**src/rtl/hsc_pkg.sv**
```systemverilog
// ----------------------------------------------------------------------------
// hsc_pkg
// Payload types, symbol and status codes, and the controller/datapath
// command and status bundles of the haplotype string clusterer.
// ----------------------------------------------------------------------------
package hsc_pkg;

  // Base symbols
  localparam logic [2:0] SYM_UNKNOWN = 3'd5;

  // Result status codes
  localparam logic [1:0] ST_MERGED = 2'd0;
  localparam logic [1:0] ST_NEW    = 2'd1;
  localparam logic [1:0] ST_FULL   = 2'd2;

  // Saturation limits
  localparam logic [15:0] COUNT_MAX = 16'hFFFF;
  localparam int          AGREE_MAX = 511;

  typedef struct packed {
    logic [7:0]  snp_pos;
    logic [2:0]  base;
    logic        last_of_read;
    logic [31:0] read_tag;
  } in_item_t;

  typedef struct packed {
    logic [1:0]  status;
    logic [5:0]  hap_slot;
    logic [15:0] hap_reads;
    logic [8:0]  agree_sites;
    logic [31:0] echo_tag;
  } out_item_t;

  // Controller to datapath commands
  typedef struct packed {
    logic accept;     // input transfer this cycle
    logic ol_rd;      // read order list at rank counter, restart site walk
    logic take_slot;  // latch slot of current rank
    logic cmp_site;   // issue one compare site read
    logic rank_chk;   // score current rank, advance rank
    logic decide;     // pick merge, new or full
    logic row_step;   // issue one merge/copy site
    logic cnt_rd;     // read winner count and predecessor slot
    logic cnt_wr;     // write bumped count, read predecessor count
    logic cnt_cmp;    // compare counts, first swap write
    logic swap2;      // second swap write
    logic new_fin;    // finish insert of new haplotype
    logic load;       // load result register
    logic clr;        // clear one read buffer site
  } cmd_t;

  // Datapath to controller status
  typedef struct packed {
    logic site_last;
    logic rank_end;
    logic found;
    logic full;
    logic swap;
    logic out_free;
  } sts_t;

endpackage

```
**src/rtl/hsc_ctrl.sv**
```systemverilog
// ----------------------------------------------------------------------------
// hsc_ctrl
// Sequencer: load read, walk haplotypes, merge or insert unless full, report, clear.
// ----------------------------------------------------------------------------
module hsc_ctrl (
  input  logic          clk,
  input  logic          rst,
  input  logic          in_valid,
  input  logic          in_last,
  output logic          in_ready,
  input  hsc_pkg::sts_t sts,
  output hsc_pkg::cmd_t cmd
);

  localparam logic [4:0] S_CLR      = 5'd0;
  localparam logic [4:0] S_IDLE     = 5'd1;
  localparam logic [4:0] S_RANK     = 5'd2;
  localparam logic [4:0] S_OL_RD    = 5'd3;
  localparam logic [4:0] S_SLOT     = 5'd4;
  localparam logic [4:0] S_CMP      = 5'd5;
  localparam logic [4:0] S_CMP_END  = 5'd6;
  localparam logic [4:0] S_RANK_CHK = 5'd7;
  localparam logic [4:0] S_DECIDE   = 5'd8;
  localparam logic [4:0] S_ROW      = 5'd9;
  localparam logic [4:0] S_ROW_END  = 5'd10;
  localparam logic [4:0] S_C_RD     = 5'd11;
  localparam logic [4:0] S_C_WR     = 5'd12;
  localparam logic [4:0] S_C_CMP    = 5'd13;
  localparam logic [4:0] S_SWAP2    = 5'd14;
  localparam logic [4:0] S_N_FIN    = 5'd15;
  localparam logic [4:0] S_RESULT   = 5'd16;

  logic [4:0] state;
  logic [4:0] state_next;

  assign in_ready = (state == S_IDLE);

  // Decode commands and next state
  always_comb begin
    cmd        = '0;
    state_next = state;
    case (state)
      S_CLR: begin
        cmd.clr = 1'b1;
        if (sts.site_last) state_next = S_IDLE;
      end
      S_IDLE: begin
        cmd.accept = in_valid;
        if (in_valid && in_last) state_next = S_RANK;
      end
      S_RANK: begin
        state_next = sts.rank_end ? S_DECIDE : S_OL_RD;
      end
      S_OL_RD: begin
        cmd.ol_rd  = 1'b1;
        state_next = S_SLOT;
      end
      S_SLOT: begin
        cmd.take_slot = 1'b1;
        state_next    = S_CMP;
      end
      S_CMP: begin
        cmd.cmp_site = 1'b1;
        if (sts.site_last) state_next = S_CMP_END;
      end
      S_CMP_END: begin
        state_next = S_RANK_CHK;
      end
      S_RANK_CHK: begin
        cmd.rank_chk = 1'b1;
        state_next   = S_RANK;
      end
      S_DECIDE: begin
        cmd.decide = 1'b1;
        state_next = (sts.found || !sts.full) ? S_ROW : S_RESULT;
      end
      S_ROW: begin
        cmd.row_step = 1'b1;
        if (sts.site_last) state_next = S_ROW_END;
      end
      S_ROW_END: begin
        state_next = sts.found ? S_C_RD : S_N_FIN;
      end
      S_C_RD: begin
        cmd.cnt_rd = 1'b1;
        state_next = S_C_WR;
      end
      S_C_WR: begin
        cmd.cnt_wr = 1'b1;
        state_next = S_C_CMP;
      end
      S_C_CMP: begin
        cmd.cnt_cmp = 1'b1;
        state_next  = sts.swap ? S_SWAP2 : S_RESULT;
      end
      S_SWAP2: begin
        cmd.swap2  = 1'b1;
        state_next = S_RESULT;
      end
      S_N_FIN: begin
        cmd.new_fin = 1'b1;
        state_next  = S_RESULT;
      end
      S_RESULT: begin
        if (sts.out_free) begin
          cmd.load   = 1'b1;
          state_next = S_CLR;
        end
      end
      default: state_next = S_CLR;
    endcase
  end

  always_ff @(posedge clk) begin
    if (rst) state <= S_CLR;
    else     state <= state_next;
  end

endmodule

```
**config.mk**
```make
export PLATFORM = sky130hd
export DESIGN_NAME = hsc_ctrl
export DESIGN_NICKNAME = d
export VERILOG_FILES = /design/src/rtl/hsc_pkg.sv /design/src/rtl/hsc_ctrl.sv
export SDC_FILE = /design/constraint.sdc
export NUM_CORES = 1
export LEC_CHECK = 0
export BUFFER_PORTS_ARGS = -buffer_cell sky130_fd_sc_hd__buf_2
export CAP_MARGIN = 20
export CORE_MARGIN = 5
export CORE_UTILIZATION = 39
export CTS_CLUSTER_DIAMETER = 120
export DETAILED_ROUTE_END_ITERATION = 8
export PLACE_DENSITY_LB_ADDON = 0.2
export SETUP_SLACK_MARGIN = 0.02
export SLEW_MARGIN = 20
export SYNTH_ARGS = -nofsm -noshare
export SYNTH_HDL_FRONTEND = slang
export SYNTH_SLANG_ARGS = --single-unit
```
**constraint.sdc**
```tcl
create_clock -name clk -period 1.47 [get_ports clk]
set_input_delay 0.441 -clock clk [delete_from_list [all_inputs] [get_ports clk]]
set_output_delay 0.441 -clock clk [all_outputs]
set_load 0.05 [all_outputs]
```
==> results.py, run 1 <==
metrics = {
    "clock_network": {
        "cts_max_level": 1,
        "cts_hold_buf": 0,
        "cts_root_buffer": "clkbuf_4",
        "post_cts_buffers": 20,
        "clkSinkCount": 5,
        "cts-resized-gates": 62,
        "clock_path_buffers": 2,
        "cts_buffers": 3,
    },
    "status": {
        "status": "did not finish",
        "haltStage": "4_1_cts",
        "stop_error": "[ERROR DPL-0038] Utilization greater than 100%, impossible to legalize",
    },
    "synthesis": {
        "synth_seq_cells": 5,
        "syn_area_um2": 516.7,
        "yosysTopAreaCellShare_pct": 19.37,
        "async_flop_share_pct": 0,
        "synth_ff_type": "dfxtp_1",
        "yosys-top-cells-count": "nor2_1, nand2_1, dfxtp_1, nor4_1",
        "netlist_top_cells_area": "dfxtp_1, nor2_1, nor4_1, nand2b_1, nand2_1",
        "synth.avg_cell_area_um2": 7.278,
        "synth_edf_count": 0,
        "synth_cell_type_count": 33,
        "yosys_warnings": 0,
        "yosysMostFrequentCell": "nor2_1",
        "synth_area_leader_cell": "dfxtp_1",
        "syn_inst": 71,
        "synth_nets": 81,
        "ys_seq_area_share_pct": 19.37,
    },
    "floorplanning": {
        "die_y_um": 46.40,
        "rows": 13,
        "die_w_um": 46.40,
        "num_io_pins": 25,
        "start_util_pct": 40.21,
    },
    "placement": {
        "dp_hpwl_um": 1346,
        "globalplace.congestion": 0.8571,
        "place_inst": 125,
        "preCtsSetupSlack_ns": -0.2114,
        "port_buffers": 24,
    },
}
-- stage by stage --
step / area [um2] / utilization (%)
2_1_floorplan: 690.7 / -
3_3_place_gp: 923.4 / 71.86
3_5_place_dp: 923.4 / 71.86
-- cells by family after synthesis --
kind of cell	share of synthesized area (%)
XOR/XNOR	1.695
AND/OR/NAND/NOR	43.10
AO/OA/AOI/OAI	24.94
flip-flops	19.37
buffers and inverters	10.90
==> inputs of run 2 (changes only) <==
--- a/config.mk
+++ b/config.mk
@@ -7,12 +7,10 @@
 export LEC_CHECK = 0
 export BUFFER_PORTS_ARGS = -buffer_cell sky130_fd_sc_hd__buf_2
 export CAP_MARGIN = 20
-export CORE_MARGIN = 5
-export CORE_UTILIZATION = 39
-export CTS_CLUSTER_DIAMETER = 120
+export CORE_AREA = 5 5 66 68
 export DETAILED_ROUTE_END_ITERATION = 8
-export PLACE_DENSITY_LB_ADDON = 0.2
-export SETUP_SLACK_MARGIN = 0.02
+export DIE_AREA = 0 0 71 73
+export PLACE_DENSITY_LB_ADDON = 0.15
 export SLEW_MARGIN = 20
 export SYNTH_ARGS = -nofsm -noshare
 export SYNTH_HDL_FRONTEND = slang
==> constraint.sdc (replaced) <==
create_clock -name clk -period 1.9 [get_ports clk]
set_input_delay 0.57 -clock clk [delete_from_list [all_inputs] [get_ports clk]]
set_output_delay 0.57 -clock clk [all_outputs]
set_load 0.05 [all_outputs]
==> run 2 against run 1 <==
The flow now finishes, with violations (setup timing); synthesized cell count unchanged; synthesized area did not move.
==> results.py, run 2 <==
metrics = {
    "route": {
        "wl_per_cell_um": 11.78,
        "drc": 0,
        "ant_nets": 0,
        "viasPerCell": 4.161,
        "num_vias": 645,
        "drtPass1Iterations": 3,
        "drt_wl_total_um": 1826,
        "drt_iter0_drc": 21,
    },
    "worst_setup_path": {
        "reg2regPathDepth": 5,
        "cp_top_family": "simple AND/OR/NAND/NOR gates",
        "critPathMaxStageDelay_ns": 0.42,
        "reg2reg_to": "state[0]$_SDFFE_PP0P_",
        "critPathCapture": "cmd[13]",
        "worstSetupPathType": "flip-flop to output pin",
        "cp_max_fo": 5,
        "worstSetupStartpointType": "flip-flop",
        "arrival_ns": 1.35,
        "cp-startpoint": "state[3]$_SDFFE_PP0P_",
        "cp-end-kind": "output pin",
        "cpMaxStageDelayCell": "or3b_4",
        "critical_path_buf_inv_count": 1,
        "rr_startpoint": "state[3]$_SDFFE_PP0P_",
        "regToRegSetupSlack_ns": 0.32,
        "crit_chain": "or3b_4 -> nor2_4 -> and2_4 -> buf_8",
        "required_ns": 1.33,
        "worstSetupPathDepth": 4,
    },
    "global_routing": {
        "gr-total-overflow": 0,
        "antenna_found_initial": 0,
        "grt_max_degree": 15,
        "grtUsageTotal_pct": 7.646,
        "grt_pass1_wl_um": 3015,
        "grt_pass1_vias": 618,
    },
    "floorplanning": {
        "die_area_mm2": 0.005183,
        "rows": 23,
        "die_y_um": 73,
        "coreArea_mm2": 0.003799,
        "num_io_pins": 25,
        "die_w_um": 71,
        "start_util_pct": 13.60,
    },
    "sta": {
        "finClkSkew_ns": 0.0007652,
        "fin_crit_ns": 1.925,
        "rsz0062_at_grt": "true",
        "final_max_slew_viol_count": 0,
        "hold_viol": 0,
        "worst_slew_pin_slew_ns": 0.3469,
        "relSlewSlack_pct": 76.83,
        "period_share_pct": 101.3,
        "timing.final.ws_setup_ns": -0.02455,
        "setup_viol": 2,
        "timing.fmax_mhz": 519.6,
    },
    "synthesis": {
        "syn_area_um2": 516.7,
        "synth_cell_type_count": 33,
        "synth_seq_cells": 5,
        "yosysTopAreaCellShare_pct": 19.37,
        "async_flop_share_pct": 0,
        "yosys_warnings": 0,
        "yosysMostFrequentCell": "nor2_1",
        "ys_seq_area_share_pct": 19.37,
        "netlist_top_cells_area": "dfxtp_1, nor2_1, nor4_1, nand2b_1, nand2_1",
        "synth.avg_cell_area_um2": 7.278,
        "synth_area_leader_cell": "dfxtp_1",
        "synth_nets": 81,
        "synth_ff_type": "dfxtp_1",
        "syn_inst": 71,
        "yosys-top-cells-count": "nor2_1, nand2_1, dfxtp_1, nor4_1",
        "synth_edf_count": 0,
    },
    "placement": {
        "place_area_um2": 788.3,
        "port_buffers": 24,
        "preCtsSetupSlack_ns": 0.07273,
        "globalplace.congestion": 0.7867,
        "dp_hpwl_um": 1552,
    },
    "cells_and_area": {
        "multi_input_area_um2": 462.9,
        "antenna_cells": 0,
        "regMostFlops": "state",
        "drive_gt1_share_pct": 66.67,
        "regArea_um2": 106.4,
        "fin_nets": 116,
        "mostFrequentLayoutCell": "buf_4",
        "final_cell_mix": "buf_4, buf_2, nor2_2, buf_6, dfxtp_2",
        "final.fill_count": 439,
        "largest_reg_flops": 5,
        "postLayoutCellArea_um2": 974.7,
        "top_regs": "state x5",
        "area_growth_pct": 88.62,
    },
    "clock_network": {
        "cts_tree": "built",
        "clkSinkCount": 5,
        "cts_root_buffer": "clkbuf_8",
        "clk_latency_ns": 0.22,
        "cts_buffers": 3,
        "clock_path_buffers": 2,
        "clkTransAtPathRegs_ns": 0.04,
        "cts_max_level": 1,
    },
    "pwr": {
        "vdd_drop_max_mv": 0.2466,
        "leakagePower_nw": 0.3584,
        "p_per_area_mw_per_mm2": 1325,
    },
    "status": {
        "status": "finished with violations",
        "violations": "setup timing",
    },
    "min_path": {
        "hold_class": "input port to flip-flop",
    },
    "flow_run": {
        "maxCapViolations": 0,
    },
}
==> run 2: cell counts after synthesis <==
Identical to the previous run, type by type.
==> run 2: how the worst min path moves through the flow <==
stage	end	startpoint	slack, ns	cells after the start
after floorplan	state[1]$_SDFFE_PP0P_	state[0]$_SDFFE_PP0P_	0.61	3
after global placement	state[2]$_SDFFE_PP0P_	state[1]$_SDFFE_PP0P_	0.71	3
after detailed placement	state[2]$_SDFFE_PP0P_	state[2]$_SDFFE_PP0P_	0.72	3
after CTS	state[0]$_SDFFE_PP0P_	rst	0.57	2
after global routing	state[0]$_SDFFE_PP0P_	rst	0.57	2
final	state[0]$_SDFFE_PP0P_	rst	0.57	2
==> run 2: what timing repair did <==
item,in CTS,in global routing
buffers inserted,1,1
endpoints found under the hold margin,0,0
pin swaps,1,2
resized for setup,20,22
hold buffers,0,0
endpoints found under the setup margin,15,14
==> run 2: cell families (layout without fill, tap and decap cells) <==
logic type	Yosys count	in the layout	synth area share, %
xor gates and xnor gates	1	1	1.695
buffers and inverters	8	42	10.90
AOI/OAI and AO/OA	17	17	24.94
DFF	5	5	19.37
and+or+nand+nor	40	40	43.10
==> run 2: final cells by class <==
class | instances | area share (%)
multi-input cells | 58 | 47.50
repair buffers | 35 | 29.40
flip-flops and latches | 5 | 10.91
well taps | 50 | 6.418
clock buffers | 4 | 4.621
inverters | 3 | 1.155
==> run 2: stage by stage <==
step	hold slack (ns)	setup TNS (ns)	power (mW)	std cells	util (%)
2_1_floorplan	0.6076	-0.7678	0.8118	71	-
3_3_place_gp	0.7100	0	0.9897	149	20.75
3_5_place_dp	0.7157	0	0.9797	149	20.75
4_1_cts	0.5735	-0.09047	1.254	154	23.55
5_1_grt	0.5741	-0.2113	1.386	155	25.66
6_report	0.5703	-0.03677	1.292	155	25.66
==> run 2: where the power goes <==
part / switching [mW] / internal [mW]
registers: 0.0246 / 0.139
logic: 0.562 / 0.364
clock network: 0.0575 / 0.144
==> run 2: worst reg2reg max path: stages, from the launching register on <==
cell and delay [ns]:
dfxtp_2 0.33, or3b_4 0.42, buf_4 0.15, a211oi_2 0.29, o21ai_0 0.17, a21oi_2 0.15
==> run 2: per-layer routing <==
| metal | track usage (%) | routed length [um] |
|---|---|---|
| met5 | 0 | 0 |
| met4 | 6.263 | 63 |
| met3 | 1.240 | 108 |
| met2 | 11.74 | 850 |
| met1 | 9.367 | 803 |
No activity file was read; power rests on OpenSTA's default activity.
==> inputs of run 3 (changes only) <==
--- a/config.mk
+++ b/config.mk
@@ -15,3 +15,4 @@
 export SYNTH_ARGS = -nofsm -noshare
 export SYNTH_HDL_FRONTEND = slang
 export SYNTH_SLANG_ARGS = --single-unit
+export TNS_END_PERCENT = 30
==> run 3 against run 2 <==
The flow still finishes with violations (setup timing); sequential share of layout area increased by 0.23 points; hold slack got worse by 0.00083 ns; non-clock buffer count decreased by 3; global-route usage increased by 0.92 points; via count decreased by 1.4%.
==> results.py, run 3 (synthesis gave the netlist of run 2 again) <==
metrics = {
    "pwr": {
        "p_sw_share_pct": 49.91,
        "vdd_drop_max_mv": 0.2481,
        "p_per_area_mw_per_mm2": 1376,
        "p_switching_mw": 0.6402,
        "pwr-share-comb_pct": 70.7,
        "leakagePower_nw": 0.3397,
        "p_int_mw": 0.6426,
        "clockPowerShare_pct": 16.4,
        "seq_power_share_pct": 12.8,
        "power_mw": 1.283,
    },
    "floorplanning": {
        "coreArea_mm2": 0.003799,
        "die_area_mm2": 0.005183,
        "die_w_um": 71,
        "num_io_pins": 25,
        "rows": 23,
        "start_util_pct": 13.60,
        "die_y_um": 73,
    },
    "sta": {
        "hold_ws_ns": 0.5695,
        "timing.fmax_mhz": 513.7,
        "rsz0062_at_grt": "true",
        "worst_slew_pin_slew_ns": 0.3520,
        "relSlewSlack_pct": 76.49,
        "final_max_slew_viol_count": 0,
        "period_share_pct": 102.5,
        "fin_crit_ns": 1.947,
        "hold_viol": 0,
        "timing.final.ws_setup_ns": -0.04660,
        "finClkSkew_ns": 0.001886,
        "setup_viol": 2,
    },
    "route": {
        "viasPerCell": 4.184,
        "drt_iter0_drc": 8,
        "ant_nets": 0,
        "drc": 0,
        "wl_per_cell_um": 12.43,
        "drtPass1Iterations": 4,
        "drt_wl_total_um": 1890,
        "num_vias": 636,
    },
    "global_routing": {
        "grt_pass1_wl_um": 3284,
        "gr-total-overflow": 0,
        "top_usage_layer": "met2",
        "grt_pass1_vias": 661,
        "grt_max_degree": 12,
        "globalRouteMet1Util_pct": 9.720,
        "grtUsageMet3_pct": 1.928,
        "antenna_found_initial": 0,
        "use_met2_pct": 12.67,
        "grtUsageTotal_pct": 8.570,
    },
    "cells_and_area": {
        "multi_input_area_um2": 441.7,
        "final.fill_count": 429,
        "drive_gt1_share_pct": 55.88,
        "post-route-util_pct": 24.54,
        "regMostFlops": "state",
        "final_cell_mix": "buf_6, buf_2, buf_4",
        "fin_nets": 113,
        "postLayoutCellArea_um2": 932.1,
        "area_growth_pct": 80.39,
        "top_regs": "state x5",
        "largest_reg_flops": 5,
        "antenna_cells": 0,
        "instances_no_fill": 152,
        "regArea_um2": 103.9,
        "mostFrequentLayoutCell": "buf_6",
    },
    "status": {
        "violations": "setup timing",
        "status": "finished with violations",
    },
    "clock_network": {
        "clock_path_buffers": 2,
        "cts_buffers": 3,
        "clkSinkCount": 5,
        "cts_max_level": 1,
        "clk_latency_ns": 0.23,
        "cts_hold_buf": 0,
        "cts_root_buffer": "clkbuf_8",
        "cts_tree": "built",
        "clkTransAtPathRegs_ns": 0.04,
    },
    "worst_setup_path": {
        "cp_max_fo": 7,
        "cp-end-kind": "output pin",
        "worstSetupPathType": "flip-flop to output pin",
        "rr_startpoint": "state[3]$_SDFFE_PP0P_",
        "required_ns": 1.33,
        "arrival_ns": 1.38,
        "cp-startpoint": "state[3]$_SDFFE_PP0P_",
        "worstSetupStartpointType": "flip-flop",
    },
    "placement": {
        "dp_hpwl_um": 1563,
        "place_inst": 147,
        "globalplace.congestion": 0.7878,
        "place_area_um2": 755.7,
        "port_buffers": 24,
    },
    "min_path": {
        "hold_class": "input port to flip-flop",
        "min_from": "rst",
    },
    "flow_run": {
        "maxCapViolations": 0,
    },
}
==> run 3: cell types whose count changed in the layout (fill, tap and decap cells not counted), moves of 2 or more <==
cell	delta
nor2_1	+6
nor2_2	-6
buf_4	-5
buf_6	+3
dfxtp_1	+2
dfxtp_2	-2
nand2_2	-2
==> run 3: final timing paths <==
path / to / slack, ns / depth (start not counted)
max: cmd[13] / -0.05 / 4
min: state[0]$_SDFFE_PP0P_ / 0.57 / 2
max reg2reg: state[0]$_SDFFE_PP0P_ / 0.34 / 5
min reg2reg: state[0]$_SDFFE_PP0P_ / 0.65 / 3
==> run 3: area by class of cell <==
cell class	count	share of cell area (%)
clock buffer	4	4.832
multi-input combinational	58	47.38
inverter	3	1.208
sequential	5	11.14
timing repair buffer	32	28.72
tap	50	6.711
==> run 3: critical path: stages (launching register included) <==
cell and delay (ns):
dfxtp_2 0.35, or3b_4 0.42, nor2_4 0.10, and2_4 0.14
buf_8 0.13
==> run 3: timing repair <==
action,in CTS,in global routing
setup buffers,1,0
pin swaps,1,1
endpoints found under the setup margin,15,15
resized for setup,23,16
==> run 3: layer usage <==
layer	share of wire [%]	vias to the layer above
met2	47	26
met5	0	-
met3	6.6	4
met4	4.4	0
li1	-	324
met1	42	282
==> run 3: per-stage QoR <==
stage | setup WS, ns | setup TNS (ns)
after global routing | -0.07121 | -0.4587
after global placement | 0.06590 | 0
after floorplan | -0.3240 | -1.712
after CTS | -0.05520 | -0.2354
after detailed placement | 0.04456 | 0
final | -0.04660 | -0.08021
==> run 3: power groups by stage <==
stage / Clock, mW / Combinational [mW] / Sequential, mW
6_report: 0.211 / 0.907 / 0.165
5_1_grt: 0.220 / 0.989 / 0.170
4_1_cts: 0.216 / 0.875 / 0.163
3_5_place_dp: 0 / 0.808 / 0.163
3_3_place_gp: 0 / 0.814 / 0.161
2_1_floorplan: 0 / 0.636 / 0.162
==> inputs of run 4 (changes only) <==
==> constraint.sdc (replaced) <==
create_clock -name clk -period 2.3 [get_ports clk]
set_input_delay 0.69 -clock clk [delete_from_list [all_inputs] [get_ports clk]]
set_output_delay 0.69 -clock clk [all_outputs]
set_load 0.05 [all_outputs]
==> run 4 against run 3 <==
The flow now finishes without violations; sequential power fell by 21%; clock-buffer cell count is the same; total power fell by 29%; die area did not move; via count is 2.0% higher; clock power shrank 24%; final area down 19%; sequential cell count did not move; register-to-register slack better by 0.44 ns; clock skew about the same; final cell count fell by 1.3%.
==> results.py, run 4 (synthesis gave the netlist of run 2 again) <==
metrics = {
    "cells_and_area": {
        "antenna_cells": 0,
        "post-route-util_pct": 19.96,
        "top_regs": "state x5",
        "final_cell_mix": "buf_2, nor2_1, buf_4",
        "area_growth_pct": 46.73,
        "fin_nets": 111,
        "final.fill_count": 453,
        "regMostFlops": "state",
        "drive_gt1_share_pct": 42.00,
        "mostFrequentLayoutCell": "buf_2",
        "largest_reg_flops": 5,
    },
    "worst_setup_path": {
        "arrival_ns": 1.50,
        "worstSetupPathType": "flip-flop to output pin",
        "required_ns": 1.61,
        "cp-end-kind": "output pin",
        "worstSetupStartpointType": "flip-flop",
        "cp_max_fo": 7,
    },
    "floorplanning": {
        "die_y_um": 73,
        "die_area_mm2": 0.005183,
        "num_io_pins": 25,
        "coreArea_mm2": 0.003799,
        "die_w_um": 71,
        "rows": 23,
        "start_util_pct": 13.60,
    },
    "global_routing": {
        "grt_pass1_vias": 659,
        "gr-total-overflow": 0,
        "grtUsageTotal_pct": 7.930,
        "grt_pass1_wl_um": 3243,
        "grt_max_degree": 15,
        "antenna_found_initial": 0,
    },
    "route": {
        "drtPass1Iterations": 5,
        "num_vias": 649,
        "ant_nets": 0,
        "drt_iter0_drc": 10,
        "drt_wl_total_um": 1937,
        "viasPerCell": 4.327,
        "wl_per_cell_um": 12.91,
        "drc": 0,
    },
    "pwr": {
        "p_per_area_mw_per_mm2": 1206,
        "vdd_drop_max_mv": 0.2754,
        "leakagePower_nw": 0.3114,
    },
    "clock_network": {
        "post_cts_buffers": 0,
        "clkSinkCount": 5,
        "cts-resized-gates": 0,
        "cts_root_buffer": "clkbuf_8",
        "cts_tree": "built",
        "clk_latency_ns": 0.22,
        "cts_hold_buf": 0,
        "clock_path_buffers": 2,
        "cts_max_level": 1,
        "clkTransAtPathRegs_ns": 0.04,
        "cts_buffers": 3,
    },
    "sta": {
        "worst_slew_pin_slew_ns": 0.3687,
        "timing.fmax_mhz": 455.7,
        "setup_tns_ns": 0,
        "relSlewSlack_pct": 75.37,
        "final_max_slew_viol_count": 0,
        "fin_crit_ns": 2.194,
        "setup_viol": 0,
        "rsz0062_at_grt": "false",
        "finClkSkew_ns": 0.001815,
        "period_share_pct": 95.41,
        "hold_viol": 0,
        "timing.final.ws_setup_ns": 0.1056,
    },
    "flow_run": {
        "maxCapViolations": 0,
    },
    "placement": {
        "port_buffers": 24,
        "preCtsSetupSlack_ns": 0.2672,
        "globalplace.congestion": 0.6775,
        "dp_hpwl_um": 1603,
    },
    "status": {
        "status": "finished clean",
    },
    "min_path": {
        "hold_class": "flip-flop to flip-flop",
    },
}
-- run 4: metal layers --
metal | part of all wire (%) | global-route usage [%] | vias up
met5 | 0 | 0 | -
met4 | 1.2 | 3.132 | 0
met3 | 4.5 | 1.791 | 2
met2 | 50 | 12.98 | 17
met1 | 44 | 10.10 | 309
li1 | - | - | 321
-- run 4: critical path: stages (launching register included) --
cell     delay, ns
dfxtp_1       0.36
or3b_4        0.46
nor2_1        0.14
and2_1        0.13
buf_4         0.19
-- run 4: worst paths after layout --
path / start / end / slack [ns] / cells after the start
max: state[3]$_SDFFE_PP0P_ / cmd[13] / 0.11 / 4
min: state[1]$_SDFFE_PP0P_ / state[2]$_SDFFE_PP0P_ / 0.71 / 3
max reg2reg: state[3]$_SDFFE_PP0P_ / state[0]$_SDFFE_PP0P_ / 0.78 / 4
min reg2reg: state[1]$_SDFFE_PP0P_ / state[2]$_SDFFE_PP0P_ / 0.71 / 3
-- run 4: area by class of cell --
cell class                      count  area, um2  share of cell area, %
Clock buffer                        4      45.04                  5.941
Tap cell                           50      62.56                  8.251
Multi-Input combinational cell     58      371.6                  49.01
Inverter                            3      11.26                  1.485
Sequential cell                     5      100.1                  13.20
Timing Repair Buffer               30      167.7                  22.11
-- run 4: report_power, final --
group          switching (mW)  internal (mW)
clock                  0.0421          0.119
sequential             0.0198          0.110
combinational           0.410          0.214
-- run 4: through the flow --
step | power [mW] | area (um2) | hold WS [ns] | cells
after floorplan | 0.6128 | 523.0 | 0.6483 | 71
after global placement | 0.7602 | 705.7 | 0.7195 | 146
after detailed placement | 0.7539 | 705.7 | 0.7158 | 146
after CTS | 0.9202 | 750.7 | 0.7206 | 150
after global routing | 0.9899 | 758.2 | 0.7437 | 150
final | 0.9143 | 758.2 | 0.7101 | 150
